**config.mk**
```make
export PLATFORM = sky130hd
export DESIGN_NAME = base64_decoder_top
export DESIGN_NICKNAME = d
export VERILOG_FILES = /design/src/b64d_pkg.sv /design/src/b64d_in_reg.sv /design/src/b64d_group.sv /design/src/b64d_out_reg.sv /design/src/base64_decoder_top.sv
export SDC_FILE = /design/constraint.sdc
export NUM_CORES = 1
export LEC_CHECK = 0
export BUFFER_PORTS_ARGS = -buffer_cell sky130_fd_sc_hd__buf_2
export CORE_UTILIZATION = 45
export CTS_BUF_LIST = sky130_fd_sc_hd__clkbuf_16
export CTS_CLUSTER_SIZE = 16
export DETAILED_ROUTE_END_ITERATION = 8
export PLACE_DENSITY = 0.64
export SKIP_LAST_GASP = 1
export SYNTH_ARGS = -nofsm -noshare
export SYNTH_HDL_FRONTEND = slang
export SYNTH_SLANG_ARGS = --single-unit
```
**constraint.sdc**
```tcl
create_clock -name i_clk -period 14.7 [get_ports i_clk]
set_input_delay 2.205 -clock i_clk [delete_from_list [all_inputs] [get_ports i_clk]]
set_output_delay 2.205 -clock i_clk [all_outputs]
set_load 0.02 [all_outputs]
```
**src/b64d_pkg.sv**
```systemverilog
`timescale 1ns / 1ps
package b64d_pkg;

    localparam int MAX_OUTPUT_BYTES = 4096;

    localparam int CHAR_W  = 8;
    localparam int SEXT_W  = 6;
    localparam int COUNT_W = 13;
    localparam int TDATA_W = 40;
    localparam int TUSER_W = 2;
    localparam int ADDR_W  = 3;

    localparam logic [COUNT_W-1:0] LIMIT_RESET = COUNT_W'(4096);
    localparam logic [COUNT_W-1:0] LIMIT_CAP   = COUNT_W'(MAX_OUTPUT_BYTES);

    // Register index taken from the word address bits of paddr.
    localparam logic REG_OUTPUT_LIMIT = 1'b0;

    localparam logic [CHAR_W-1:0] PAD_CHAR = 8'h3D;

    typedef struct packed {
        logic [CHAR_W-1:0] char_code;
        logic              end_of_text;
    } t_char_beat;

    typedef struct packed {
        logic [COUNT_W-1:0] total_bytes;
        logic               end_of_stream;
        logic               incomplete_group;
        logic               bad_character;
        logic [1:0]         byte_count;
        logic [7:0]         byte_third;
        logic [7:0]         byte_second;
        logic [7:0]         byte_first;
    } t_result;

    // Sextet of an alphabet character in bits 5:0; bit 6 set for anything else.
    function automatic logic [SEXT_W:0] map_char(input logic [CHAR_W-1:0] c);
        logic [SEXT_W:0] s;
        priority if (c >= 8'h41 && c <= 8'h5A) begin
            s = 7'(c - 8'h41);
        end else if (c >= 8'h61 && c <= 8'h7A) begin
            s = 7'(c - 8'h61 + 8'd26);
        end else if (c >= 8'h30 && c <= 8'h39) begin
            s = 7'(c - 8'h30 + 8'd52);
        end else if (c == 8'h2B) begin
            s = 7'd62;
        end else if (c == 8'h2F) begin
            s = 7'd63;
        end else begin
            s = 7'd64;
        end
        return s;
    endfunction

endpackage

```
**src/b64d_in_reg.sv**
```systemverilog
`timescale 1ns / 1ps
module b64d_in_reg (
    input  logic                i_clk,
    input  logic                i_rst_n,
    input  logic                i_valid,
    output logic                o_ready,
    input  b64d_pkg::t_char_beat i_beat,
    output logic                o_valid,
    input  logic                i_advance,
    output b64d_pkg::t_char_beat o_beat
);
    import b64d_pkg::*;

    logic       r_valid;
    t_char_beat r_beat;

    // The slot frees up in the same cycle that the group stage takes its beat.
    assign o_ready = !r_valid || i_advance;
    assign o_valid = r_valid;
    assign o_beat  = r_beat;

    always_ff @(posedge i_clk) begin
        if (!i_rst_n) begin
            r_valid <= 1'b0;
        end else if (o_ready) begin
            r_valid <= i_valid;
        end
    end

    always_ff @(posedge i_clk) begin
        if (i_valid && o_ready) begin
            r_beat <= i_beat;
        end
    end

endmodule

```
**src/b64d_group.sv**
```systemverilog
`timescale 1ns / 1ps
module b64d_group (
    input  logic                       i_clk,
    input  logic                       i_rst_n,
    input  logic                       i_valid,
    input  b64d_pkg::t_char_beat        i_beat,
    input  logic [b64d_pkg::COUNT_W-1:0] i_limit,
    input  logic                       i_out_free,
    output logic                       o_advance,
    output logic                       o_load,
    output b64d_pkg::t_result           o_result
);
    import b64d_pkg::*;

    logic [1:0]         r_pos;
    logic [17:0]        r_store;
    logic [1:0]         r_pads;
    logic [COUNT_W-1:0] r_kept;
    logic               r_bad;

    logic [1:0]         n_pos;
    logic [17:0]        n_store;
    logic [1:0]         n_pads;
    logic [COUNT_W-1:0] n_kept;
    logic               n_bad;

    logic [SEXT_W:0]    mapped;
    logic               is_pad;
    logic               bad_now;
    logic [SEXT_W-1:0]  sext;
    logic [23:0]        triple;
    logic               has_result;
    logic [COUNT_W-1:0] lim;
    logic [COUNT_W:0]   kept_x;
    logic               ok0;
    logic               ok1;
    logic               ok2;
    logic               pad3;
    logic [1:0]         cnt;

    assign is_pad  = (i_beat.char_code == PAD_CHAR);
    assign mapped  = map_char(i_beat.char_code);
    assign bad_now = !is_pad && mapped[SEXT_W];
    assign sext    = (is_pad || mapped[SEXT_W]) ? '0 : mapped[SEXT_W-1:0];
    assign triple  = {r_store, sext};
    assign lim     = (i_limit > LIMIT_CAP) ? LIMIT_CAP : i_limit;
    assign kept_x  = {1'b0, r_kept};
    assign pad3    = is_pad || r_pads[1];

    // Each byte needs room under the limit after all bytes kept so far, this group's included.
    assign ok0 = kept_x < {1'b0, lim};
    assign ok1 = !r_pads[0] && ((kept_x + (COUNT_W+1)'(ok0)) < {1'b0, lim});
    assign ok2 = !pad3 &&
                 ((kept_x + (COUNT_W+1)'(ok0) + (COUNT_W+1)'(ok1)) < {1'b0, lim});
    assign cnt = 2'(ok0) + 2'(ok1) + 2'(ok2);

    assign has_result = (r_pos == 2'd3) || i_beat.end_of_text;
    assign o_advance  = i_valid && (!has_result || i_out_free);
    assign o_load     = o_advance && has_result;

    always_comb begin
        n_bad   = r_bad | bad_now;
        n_pos   = r_pos + 2'd1;
        n_store = {r_store[11:0], sext};
        n_pads  = r_pads;
        n_kept  = r_kept;

        o_result                  = '0;
        o_result.end_of_stream    = i_beat.end_of_text;
        o_result.bad_character    = n_bad;

        if (r_pos != 2'd3) begin
            if (r_pos == 2'd2 && is_pad) begin
                n_pads[0] = 1'b1;
            end
            o_result.incomplete_group = 1'b1;
        end else begin
            n_pos   = '0;
            n_store = '0;
            n_pads  = '0;
            n_kept  = r_kept + COUNT_W'(cnt);
            o_result.byte_first  = ok0 ? triple[23:16] : 8'h00;
            o_result.byte_second = ok1 ? triple[15:8] : (ok2 ? triple[7:0] : 8'h00);
            o_result.byte_third  = (ok1 && ok2) ? triple[7:0] : 8'h00;
            o_result.byte_count  = cnt;
        end
        o_result.total_bytes = n_kept;

        if (i_beat.end_of_text) begin
            n_pos   = '0;
            n_store = '0;
            n_pads  = '0;
            n_kept  = '0;
            n_bad   = 1'b0;
        end
    end

    always_ff @(posedge i_clk) begin
        if (!i_rst_n) begin
            r_pos   <= '0;
            r_store <= '0;
            r_pads  <= '0;
            r_kept  <= '0;
            r_bad   <= 1'b0;
        end else if (o_advance) begin
            r_pos   <= n_pos;
            r_store <= n_store;
            r_pads  <= n_pads;
            r_kept  <= n_kept;
            r_bad   <= n_bad;
        end
    end

endmodule

```
**src/b64d_out_reg.sv**
```systemverilog
`timescale 1ns / 1ps
module b64d_out_reg (
    input  logic                             i_clk,
    input  logic                             i_rst_n,
    input  logic                             i_load,
    input  b64d_pkg::t_result                 i_result,
    output logic                             o_free,
    output logic                             o_valid,
    input  logic                             i_ready,
    output logic [b64d_pkg::TDATA_W-1:0]      o_tdata,
    output logic [b64d_pkg::TUSER_W-1:0]      o_tuser,
    output logic                             o_tlast
);
    import b64d_pkg::*;

    logic    r_valid;
    t_result r_res;

    assign o_free  = !r_valid || i_ready;
    assign o_valid = r_valid;
    assign o_tdata = {1'b0, r_res.total_bytes, r_res.byte_count,
                      r_res.byte_third, r_res.byte_second, r_res.byte_first};
    assign o_tuser = {r_res.incomplete_group, r_res.bad_character};
    assign o_tlast = r_res.end_of_stream;

    always_ff @(posedge i_clk) begin
        if (!i_rst_n) begin
            r_valid <= 1'b0;
        end else if (o_free) begin
            r_valid <= i_load;
        end
    end

    always_ff @(posedge i_clk) begin
        if (i_load) begin
            r_res <= i_result;
        end
    end

endmodule

```
**src/base64_decoder_top.sv**
```systemverilog
`timescale 1ns / 1ps
// Base64 text decoder (standard alphabet, '=' padding).
// Slave stream: one text character per beat in s_axis_tdata, s_axis_tlast on
// the last character of a stream. Master stream: one beat per fourth
// character of a group and one for the last character of a stream, with up
// to three decoded bytes, their count and the running kept total; tuser
// carries the sticky bad-character flag and the partial-group flag.
// An accepted character is held in the input register; the group logic loads
// its result into the result register. One character is taken every cycle
// while the master side does not stall: the input and result registers each
// hold one beat, and the whole decode of a character is a table look-up and an
// 18-bit shift. The result register frees in the cycle it is read and the
// ready path is combinational, so a master-side stall reaches s_axis_tready at
// once; characters that give no result still move on while a result waits.
// Reset clears the group state, the kept count, the flags and both valid
// registers, and sets output_limit (APB, byte address 0) to 4096.
module base64_decoder_top (
    input  logic                            i_clk,
    input  logic                            i_rst_n,
    input  logic                            s_axis_tvalid,
    output logic                            s_axis_tready,
    input  logic [b64d_pkg::CHAR_W-1:0]      s_axis_tdata,   // [7:0] char_code
    input  logic                            s_axis_tlast,
    output logic                            m_axis_tvalid,
    input  logic                            m_axis_tready,
    // [7:0] byte_first, [15:8] byte_second, [23:16] byte_third,
    // [25:24] byte_count, [38:26] total_bytes, [39] zero
    output logic [b64d_pkg::TDATA_W-1:0]     m_axis_tdata,
    // [0] bad_character, [1] incomplete_group
    output logic [b64d_pkg::TUSER_W-1:0]     m_axis_tuser,
    output logic                            m_axis_tlast,
    input  logic                            psel,
    input  logic                            penable,
    input  logic                            pwrite,
    input  logic [b64d_pkg::ADDR_W-1:0]      paddr,
    input  logic [31:0]                     pwdata,
    output logic [31:0]                     prdata,
    output logic                            pready
);
    import b64d_pkg::*;

    logic [COUNT_W-1:0] r_limit;
    t_char_beat         in_beat;
    t_char_beat         held_beat;
    t_result            result;
    logic               held_valid;
    logic               advance;
    logic               load;
    logic               out_free;

    assign pready = 1'b1;
    assign prdata = (paddr[2] == REG_OUTPUT_LIMIT) ? {19'd0, r_limit} : 32'd0;

    always_ff @(posedge i_clk) begin
        if (!i_rst_n) begin
            r_limit <= LIMIT_RESET;
        end else if (psel && penable && pwrite && pready && paddr[2] == REG_OUTPUT_LIMIT) begin
            r_limit <= pwdata[COUNT_W-1:0];
        end
    end

    assign in_beat.char_code   = s_axis_tdata;
    assign in_beat.end_of_text = s_axis_tlast;

    b64d_in_reg u_in (
        .i_clk     (i_clk),
        .i_rst_n   (i_rst_n),
        .i_valid   (s_axis_tvalid),
        .o_ready   (s_axis_tready),
        .i_beat    (in_beat),
        .o_valid   (held_valid),
        .i_advance (advance),
        .o_beat    (held_beat)
    );

    b64d_group u_group (
        .i_clk      (i_clk),
        .i_rst_n    (i_rst_n),
        .i_valid    (held_valid),
        .i_beat     (held_beat),
        .i_limit    (r_limit),
        .i_out_free (out_free),
        .o_advance  (advance),
        .o_load     (load),
        .o_result   (result)
    );

    b64d_out_reg u_out (
        .i_clk    (i_clk),
        .i_rst_n  (i_rst_n),
        .i_load   (load),
        .i_result (result),
        .o_free   (out_free),
        .o_valid  (m_axis_tvalid),
        .i_ready  (m_axis_tready),
        .o_tdata  (m_axis_tdata),
        .o_tuser  (m_axis_tuser),
        .o_tlast  (m_axis_tlast)
    );

endmodule

```
==> run metrics, run 1 <==
top cell type by total area after synthesis edfxtp_1; largest stage delay on the critical path 630 ps; Die Height 121 um; Hold Violations, Final 0; sequential area share after synthesis 39.7%; CP dominant cell by count ha_1; average size of a mapped cell 9.25 um^2; Final Total Pwr 0.589 mW; Syn. warnings 0; Core Area 0.0138 mm^2; Reg2Reg Depth 39; post-route cell area 0.00713 mm^2; # IOs 129; CTS Sinks 101; vias per cell 5.46; number of max-cap violations 0; initial antenna violation count 0; worst-margin pin slew 1190 ps; ranking of synthesized cells by area edfxtp_1 (24%), dfxtp_1 (16%), ha_1 (10%); ys async rst share 0%; fin nets 858; Lkg Pwr 2.91 nW; fill cell count 1,324; Post-synth EDFFs 51; First DRT Iteration DRCs 348; CP arrival 11,020 ps; synthesized area 0.00637 mm^2; ratio of cells with drive above 1 in the final layout 15.6%; H-tree level count 3; WHS Path Cells 2; Max transition margin 20.6%; CTS tree done; Post-CTS Resized 0; post-synthesis instance total 689; Hold Path Class flip-flop to flip-flop; final setup fails 0; Placed Area 0.00684 mm^2; # diodes 0; crit path from r_limit[12]$_SDFFE_PN1P_; clk_lat worst skew 360 ps; initial core utilization 46.1%; hpwl dp 10,900 um; RSZ-0062 raised after global routing no; RePlAce Congestion 0.868; GRT overflow 0; Max Freq 93.2 MHz; die area 0.0146 mm^2; P&R area growth vs syn 11.9%; Initial DRT Pass Iterations 5; CP max FO 17; Reg clk slew, reported paths 70 ps; DR vias 5,122; fin crit period 10,740 ps; CTS buffer count 9; CTS root buffer clkbuf_16; Slew Viols, Final 0; CP Class flip-flop to flip-flop; clock skew 12.0 ps; largest net degree at the start of global routing 52; met3 Track Usage GR 2.77%; Detailed Route WL 14,600 um; crit path capture type flip-flop; top-area cell type share of the netlist area 24.0%; # DRC 0; Place WS 4040 ps; Setup Buffers After CTS 0; Avg WL per Cell 15.6 um; PortBufs 86; CP required 14,980 ps; setup TNS 0 ps; Pwr Density 82.7 mW/mm^2; vias in the first global route 4,738; remaining antenna violation count 0; hold buffer count at cts 0; CP max stage cell or4_1; Top FF cell, synth edfxtp_1; Horiz. Die Dim 121 um; first-pass GRT wire length 23,500 um; Tcrit/Tclk final 73.0%; final critical-path setup slack 3960 ps; commonest non-fill, non-tap cell in the layout buf_2; commonest non-fill, non-tap cells in the layout buf_2 (86), nand2_1 (66), ha_1 (52); clk buf depth 2; Distinct cells, synth 70; number of synthesized register bits 101; status finished clean; Most Used Layer, Global Route met2; met2 usage 31.0%; Tot GR Track Use 20.4%; met1 usage 29.1%; hold_sp r_limit[8]$_SDFFE_PN0P_; Max VDD drop 49.6 uV; worst reg2reg startpoint r_limit[12]$_SDFFE_PN1P_; row cnt 43; crit path launch type flip-flop
## synth_stat cells (16+ instances only)
| library cell | number |
|---|---|
| nor2b_1 | 35 |
| nor3_1 | 23 |
| edfxtp_1 | 51 |
| o21ai_0 | 16 |
| buf_4 | 21 |
| nand3_1 | 42 |
| nor2_1 | 41 |
| xnor2_1 | 26 |
| a21oi_1 | 24 |
| nand2_1 | 66 |
| ha_1 | 52 |
| dfxtp_1 | 50 |
| inv_1 | 29 |
| a21boi_0 | 20 |
| clkbuf_1 | 24 |
## final timing paths
path | slack (ps) | endpoint
hold reg to reg | 500 | r_limit[8]$_SDFFE_PN0P_
setup / recovery | 3960 | u_group.r_kept[10]$_SDFFE_PN0P_
setup reg to reg | 3960 | u_group.r_kept[10]$_SDFFE_PN0P_
hold / removal | 500 | r_limit[8]$_SDFFE_PN0P_
## state kept, by name, summed over array words and instances (netlist names)
register / flops
u_group.r_pos: 2
u_group.r_pads: 1
u_group.r_bad: 1
u_group.r_kept: 13
u_in.o_beat: 9
u_group.r_store: 18
r_limit: 13
u_out.o_tdata: 39
u_out.o_valid: 1
u_out.o_tuser: 2
u_out.o_tlast: 1
u_in.o_valid: 1
## area by class of cell
class	count	area (um^2)	share of cell area (%)
clock buffers	9	225	3.16
well taps	180	225	3.16
multi-input cells	521	3500	49.2
inverters	30	113	1.58
flip-flops and latches	101	2530	35.5
clock inverters	7	67.6	0.948
repair buffers	90	460	6.46
## report_power, final
part	internal [mW]	leakage [nW]	switching (mW)
logic	0.0163	1.86	0.0328
clock network	0.119	0.141	0.116
registers	0.300	0.905	0.00515
total	0.436	2.91	0.154
## critical path: cells and delay by family, from the launching register on
kind	cells	cell delay, ps
xor gates and xnor gates	2	490
adders and majority gates	9	2720
AOI/OAI and AO/OA	10	2460
buffers and inverters	5	880
DFF	1	340
and+or+nand+nor	13	3730
## logic make-up after synthesis
group | Yosys count | share of synthesized area (%)
other | 2 | 0.118
AOI/OAI and AO/OA | 138 | 15.4
buffers and inverters | 86 | 6.56
muxes | 2 | 0.353
and+or+nand+nor | 266 | 21.5
adders and majority gates | 54 | 10.8
xor gates and xnor gates | 40 | 5.50
DFF | 101 | 39.7
## through the flow
| stage | instances | util [%] | hold WS [ps] |
|---|---|---|---|
| CTS | 938 | 51.6 | 501 |
| floorplan | 708 | - | 448 |
| global route | 938 | 51.6 | 523 |
| finish | 938 | 51.6 | 498 |
| global placement | 922 | 49.4 | 479 |
| detailed placement | 922 | 49.4 | 491 |
## metal layers
metal,routed length [um],vias up
met5,0,-
met2,6600,149
li1,-,2559
met3,579,21
met1,7150,2393
met4,323,0
Note: power is estimated with default switching activity, not from simulation.
==> inputs of run 2 (changes only) <==
--- a/config.mk
+++ b/config.mk
@@ -5,12 +5,13 @@
 export SDC_FILE = /design/constraint.sdc
 export NUM_CORES = 1
 export LEC_CHECK = 0
+export ABC_AREA = 1
 export BUFFER_PORTS_ARGS = -buffer_cell sky130_fd_sc_hd__buf_2
 export CORE_UTILIZATION = 45
 export CTS_BUF_LIST = sky130_fd_sc_hd__clkbuf_16
 export CTS_CLUSTER_SIZE = 16
 export DETAILED_ROUTE_END_ITERATION = 8
-export PLACE_DENSITY = 0.64
+export PLACE_DENSITY = 0.67
 export SKIP_LAST_GASP = 1
 export SYNTH_ARGS = -nofsm -noshare
 export SYNTH_HDL_FRONTEND = slang
==> constraint.sdc (replaced) <==
create_clock -name i_clk -period 9.3 [get_ports i_clk]
set_input_delay 1.395 -clock i_clk [delete_from_list [all_inputs] [get_ports i_clk]]
set_output_delay 1.395 -clock i_clk [all_outputs]
set_load 0.02 [all_outputs]
==> run 2 against run 1 <==
  * Combinational power increased by 96%
  * Setup slack got worse by 3000 ps
  * Hold slack got worse by 34 ps
  * Sequential share of layout area shrank 0.30 points
  * Core utilization is 1.7 points higher
  * Count of clock-buffer cells in the layout is the same
  * Routed wire length decreased by 9.9%
  * Non-clock buffer count up 1
  * First-iteration DRC count decreased by 30%
  * Total power increased by 62%
  * Critical endpoint unchanged
  * Largest cell class unchanged
  * Highest routed layer unchanged
==> run metrics, run 2 <==
CP max stage cell fa_1; # IOs 129; Tot GR Track Use 19.2%; top cell type by total area after synthesis edfxtp_1; CP max FO 12; CTS root buffer clkbuf_16; crit path launch type flip-flop; Reg clk slew, reported paths 80 ps; worst-margin pin slew 1060 ps; clock skew 7.70 ps; CTS buffer count 9; Max transition margin 29.0%; setup TNS 0 ps; commonest non-fill, non-tap cells in the layout nand2_1 (175), inv_1 (91), buf_2 (86); Syn. warnings 0; Horiz. Die Dim 121 um; final setup fails 0; Pwr Density 132 mW/mm^2; CP required 9510 ps; Core Area 0.0135 mm^2; WHS Path Cells 2; remaining antenna violation count 0; GRT overflow 0; Top FF cell, synth edfxtp_1; P&R area growth vs syn 13.5%; First DRT Iteration DRCs 244; clk buf depth 2; Largest register FFs 39; CP Class flip-flop to flip-flop; status finished clean; most frequent cells after synthesis nand2_1 (177), inv_1 (92), nor2_1 (77), a21oi_1 (67), ha_1 (52); die area 0.0146 mm^2; initial core utilization 46.9%; largest net degree at the start of global routing 44; vias per cell 4.93; most common cell in the synthesized netlist nand2_1; hpwl dp 10,100 um; Reg2Reg Depth 57; fin nets 976; CP arrival 8560 ps; number of synthesized register bits 101; RePlAce Congestion 0.875; post-synthesis instance total 788; Avg WL per Cell 12.5 um; Slew Viols, Final 0; Initial DRT Pass Iterations 5; Detailed Route WL 13,200 um; worst hold slack 464 ps; PortBufs 86; row cnt 42; average size of a mapped cell 8.04 um^2; DR vias 5,189; CP dominant cell by count nand2_1; # diodes 0; largest stage delay on the critical path 470 ps; top-area cell type share of the netlist area 24.2%; clk_lat worst skew 350 ps; sequential area share after synthesis 40.0%; hold buffer count at cts 0; Die Height 121 um; Max Freq 120 MHz; ratio of cells with drive above 1 in the final layout 17.8%; H-tree level count 3; first-pass GRT wire length 22,100 um; crit path capture type flip-flop; commonest non-fill, non-tap cell in the layout nand2_1; vias in the first global route 4,676; CTS Sinks 101; Lkg Pwr 3.17 nW; Tcrit/Tclk final 89.8%; ys async rst share 0%; synthesized area 0.00633 mm^2; ranking of synthesized cells by area edfxtp_1 (24%), dfxtp_1 (16%), nand2_1 (10%); initial antenna violation count 0; RSZ-0062 raised after global routing no; Hold Violations, Final 0; CTS tree done; # DRC 0; Max VDD drop 74.8 uV; Distinct cells, synth 45; fin crit period 8350 ps; Post-synth EDFFs 51; Hold Path Class flip-flop to flip-flop; number of max-cap violations 0
[run 2: timing repair]
action	CTS	global route
buffers inserted	0	1
resized for setup	0	6
endpoints found under the setup margin	0	9
[run 2: area by class of cell]
type | instances | area (um^2)
well taps | 176 | 220
fillers | 1345 | 6320
multi-input cells | 567 | 3290
clock buffers | 9 | 225
inverters | 101 | 379
flip-flops and latches | 101 | 2530
clock inverters | 7 | 71.3
repair buffers | 91 | 468
[run 2: final timing paths]
check	from	endpoint	slack, ps
worst min-delay path	u_group.r_store[12]$_SDFFE_PN0P_	u_group.r_store[12]$_SDFFE_PN0P_	460
worst min register to register	u_group.r_store[12]$_SDFFE_PN0P_	u_group.r_store[12]$_SDFFE_PN0P_	460
worst max register to register	r_limit[0]$_SDFFE_PN0P_	u_group.r_kept[10]$_SDFFE_PN0P_	950
worst max-delay path	r_limit[0]$_SDFFE_PN0P_	u_group.r_kept[10]$_SDFFE_PN0P_	950
[run 2: metrics by stage]
stage	area, um^2	std cells	worst slack (ps)	util (%)	power, mW
2_1_floorplan	6400	807	1440	-	0.567
3_3_place_gp	6860	1035	521	50.8	0.586
3_5_place_dp	6860	1035	391	50.8	0.587
4_1_cts	7160	1051	265	53.0	0.961
5_1_grt	7190	1052	59.4	53.2	0.991
6_report	7190	1052	952	53.2	0.952
[run 2: report_power, final]
group          switching [mW]  total [mW]  internal (mW)
clock                   0.185       0.374          0.189
combinational          0.0673      0.0960         0.0287
sequential            0.00689       0.482          0.475
total                   0.259       0.952          0.693
[run 2: metal layers]
layer	vias to the layer above	GRT usage [%]	part of all wire (%)
met5	-	0	0
met4	0	8.02	2.2
met3	21	2.41	5.0
met2	143	28.8	42
met1	2311	27.6	51
li1	2714	-	-
[run 2: worst max-delay path: cells and delay by family (launching register included)]
kind	cells	cell delay, ps
flip-flops	1	350
XOR/XNOR	3	520
AND/OR/NAND/NOR	28	3040
buffers and inverters	11	840
adder cells (fa/ha/maj)	9	2500
AO/OA/AOI/OAI	6	940
[run 2: cells by family (layout without fill, tap and decap cells)]
logic type | count (synthesis) | count (layout) | share of synthesized area [%]
simple gates | 338 | 338 | 24.7
buf+inv | 139 | 208 | 9.56
compound gates | 128 | 128 | 11.0
flops | 101 | 101 | 40.0
fa+ha+maj | 54 | 54 | 10.9
xor+xnor | 26 | 26 | 3.71
other cells | 2 | 21 | 0.119
==> inputs of run 3 (changes only) <==
--- a/config.mk
+++ b/config.mk
@@ -15,4 +15,5 @@
 export SKIP_LAST_GASP = 1
 export SYNTH_ARGS = -nofsm -noshare
 export SYNTH_HDL_FRONTEND = slang
+export SYNTH_HIERARCHICAL = 1
 export SYNTH_SLANG_ARGS = --single-unit
==> run 3 against run 2 <==
  * Die area up 0.32%
  * Routed wire length up 4.1%
  * Sequential power rose by 1%
  * Via count is 3.3% higher
  * Hold slack better by 2.5 ps
  * Non-clock buffer count is 5 higher
  * Total power is 2.4% higher
  * Synthesized cell count up 4.7%
  * Global-route usage rose by 0.28 points
  * Critical path type unchanged
  * Core utilization shrank 1.0 points
  * Highest routed layer unchanged
  * First-iteration DRC count increased by 61%
==> run metrics, run 3 <==
status finished clean; row cnt 43; R2R setup slack 830 ps; CP dominant cell by count nand2_1; Combinational Power Share 11.8%; Pwr Density 135 mW/mm^2; # diodes 0; met3 WL 677 um; post-synthesis instance total 825; crit path capture type flip-flop; CP arrival 8750 ps; Core Area 0.0138 mm^2; P_sw 0.273 mW; most common cell in the synthesized netlist nand2_1; Synth Area in Adders 10.9%; Max transition margin 25.8%; CP max FO 8; CTS Sinks 101; post-synthesis mux area share 0%; Largest register FFs 39; # DRC 0; CP Class flip-flop to flip-flop; Max VDD drop 84.7 uV; Placed Area 0.00689 mm^2; ys async rst share 0%; Post-Synth Simple-Gate Area 25.1%; initial antenna violation count 0; Tcrit/Tclk final 91.1%; synthesized area 0.00635 mm^2; Initial DRT Pass Iterations 5; Die Height 121 um; Hold Violations, Final 0; multi-input logic area 0.00327 mm^2; clock group share of total power 38.0%; CP max stage cell or4_1; hpwl dp 10,100 um; Reg clk slew, reported paths 70 ps; number of max-cap violations 0; met2 routed WL 5640 um; Synth Area in Compound Gates 10.1%; commonest non-fill, non-tap cell in the layout nand2_1; # IOs 129; Post-Synth XOR/XNOR Area 3.72%; fin crit period 8470 ps; final setup fails 0; DR vias 5,358; utilization after layout 52.2%; Avg WL per Cell 12.6 um; top layer in use met4; Horiz. Die Dim 121 um; CTS tree done; RSZ-0062 raised after global routing no; Tot GR Track Use 19.4%; main combinational cell family by area after synthesis simple AND/OR/NAND/NOR gates; commonest non-fill, non-tap cells in the layout nand2_1 (204), inv_1 (97), nor2_1 (94); sw frac 28.1%; First DRT Iteration DRCs 393; clock skew 8.27 ps; Distinct cells, synth 43; die area 0.0146 mm^2; Top FF cell, synth edfxtp_1; post-route cell area 0.00722 mm^2; sequential cell area 0.00253 mm^2; top cell type by total area after synthesis edfxtp_1; RePlAce Congestion 0.906; CP required 9570 ps; initial core utilization 46.0%; sequential area share after synthesis 39.9%; top-area cell type share of the netlist area 24.1%; largest net degree at the start of global routing 43; average size of a mapped cell 7.70 um^2; Reg power frac 50.2%; H-tree level count 3; number of synthesized register bits 101; first-pass GRT wire length 22,500 um; P&R area growth vs syn 13.6%; Lkg Pwr 3.23 nW; ranking of synthesized cells by area edfxtp_1 (24%), dfxtp_1 (16%), nand2_1 (12%); worst hold slack 467 ps; CTS root buffer clkbuf_16; PortBufs 86; crit path launch type flip-flop; ratio of cells with drive above 1 in the final layout 15.7%; CTS buffer count 9; wl on met1 7210 um; setup TNS 0 ps; Max Freq 118 MHz; most frequent cells after synthesis nand2_1 (205), inv_1 (97), nor2_1 (97), a21oi_1 (62), ha_1 (52); vias per cell 4.90; fill cell count 1,384; Post-synth EDFFs 51; fin nets 1,013; worst-margin pin slew 1110 ps; GRT overflow 0; Slew Viols, Final 0; clk_lat worst skew 360 ps; remaining antenna violation count 0; clk buf depth 2; Detailed Route WL 13,700 um; cell-internal power 0.701 mW; vias in the first global route 4,723; largest stage delay on the critical path 520 ps; Syn. warnings 6; Hold Path Class flip-flop to flip-flop
-- run 3: cell families (layout without fill, tap and decap cells) --
group           after synthesis  in the layout
buf+inv                     145            215
xor+xnor                     27             27
other cells                   3             21
fa+ha+maj                    54             54
simple gates                381            381
flops                       101            101
compound gates              114            114
-- run 3: metal layers --
| layer | up-vias | GRT usage (%) |
|---|---|---|
| li1 | 2804 | - |
| met1 | 2386 | 28.8 |
| met2 | 155 | 28.5 |
| met3 | 13 | 3.02 |
| met4 | 0 | 6.71 |
| met5 | - | 0 |
-- run 3: worst paths after layout --
| check | end | cells after the start | from |
|---|---|---|---|
| setup / recovery | u_group/r_kept[10]$_SDFFE_PN0P_ | 53 | r_limit[4]$_SDFFE_PN0P_ |
| hold / removal | u_group/r_store[16]$_SDFFE_PN0P_ | 2 | u_group/r_store[16]$_SDFFE_PN0P_ |
| setup reg to reg | u_group/r_kept[10]$_SDFFE_PN0P_ | 53 | r_limit[4]$_SDFFE_PN0P_ |
| hold reg to reg | u_group/r_store[16]$_SDFFE_PN0P_ | 2 | u_group/r_store[16]$_SDFFE_PN0P_ |
-- run 3: power by group through the flow --
stage	clock [mW]	sequential, mW	combinational [mW]
final	0.371	0.489	0.115
after global routing	0.400	0.491	0.128
after CTS	0.379	0.489	0.114
after detailed placement	0	0.499	0.114
after global placement	0	0.499	0.114
after floorplan	0	0.505	0.0819
-- run 3: repair_timing --
item                       4_1_cts  5_1_grt
gates resized for setup          0        6
buffers inserted                 0        1
setup endpoints to repair        0       12
hold buffers                     0        0
-- run 3: layout make-up --
type | instances | area share, %
multi-input combinational | 597 | 45.4
sequential | 101 | 35.1
timing repair buffer | 96 | 7.01
inverter | 103 | 5.36
clock buffer | 9 | 3.12
tap | 180 | 3.12
clock inverter | 7 | 0.919
-- run 3: critical path, delay by kind of cell, from the launching register on --
kind / cells / cell delay, ps
simple gates: 28 / 3530
fa+ha+maj: 10 / 2650
compound gates: 7 / 1050
buf+inv: 6 / 460
xor+xnor: 2 / 370
flops: 1 / 340
-- run 3: per-stage QoR --
stage                     power, mW  setup WS (ps)  instances
after floorplan               0.587           1290        843
after global placement        0.612            466       1076
after detailed placement      0.613            405       1076
after CTS                     0.982            282       1092
after global routing           1.02           26.5       1093
final                         0.975            825       1093
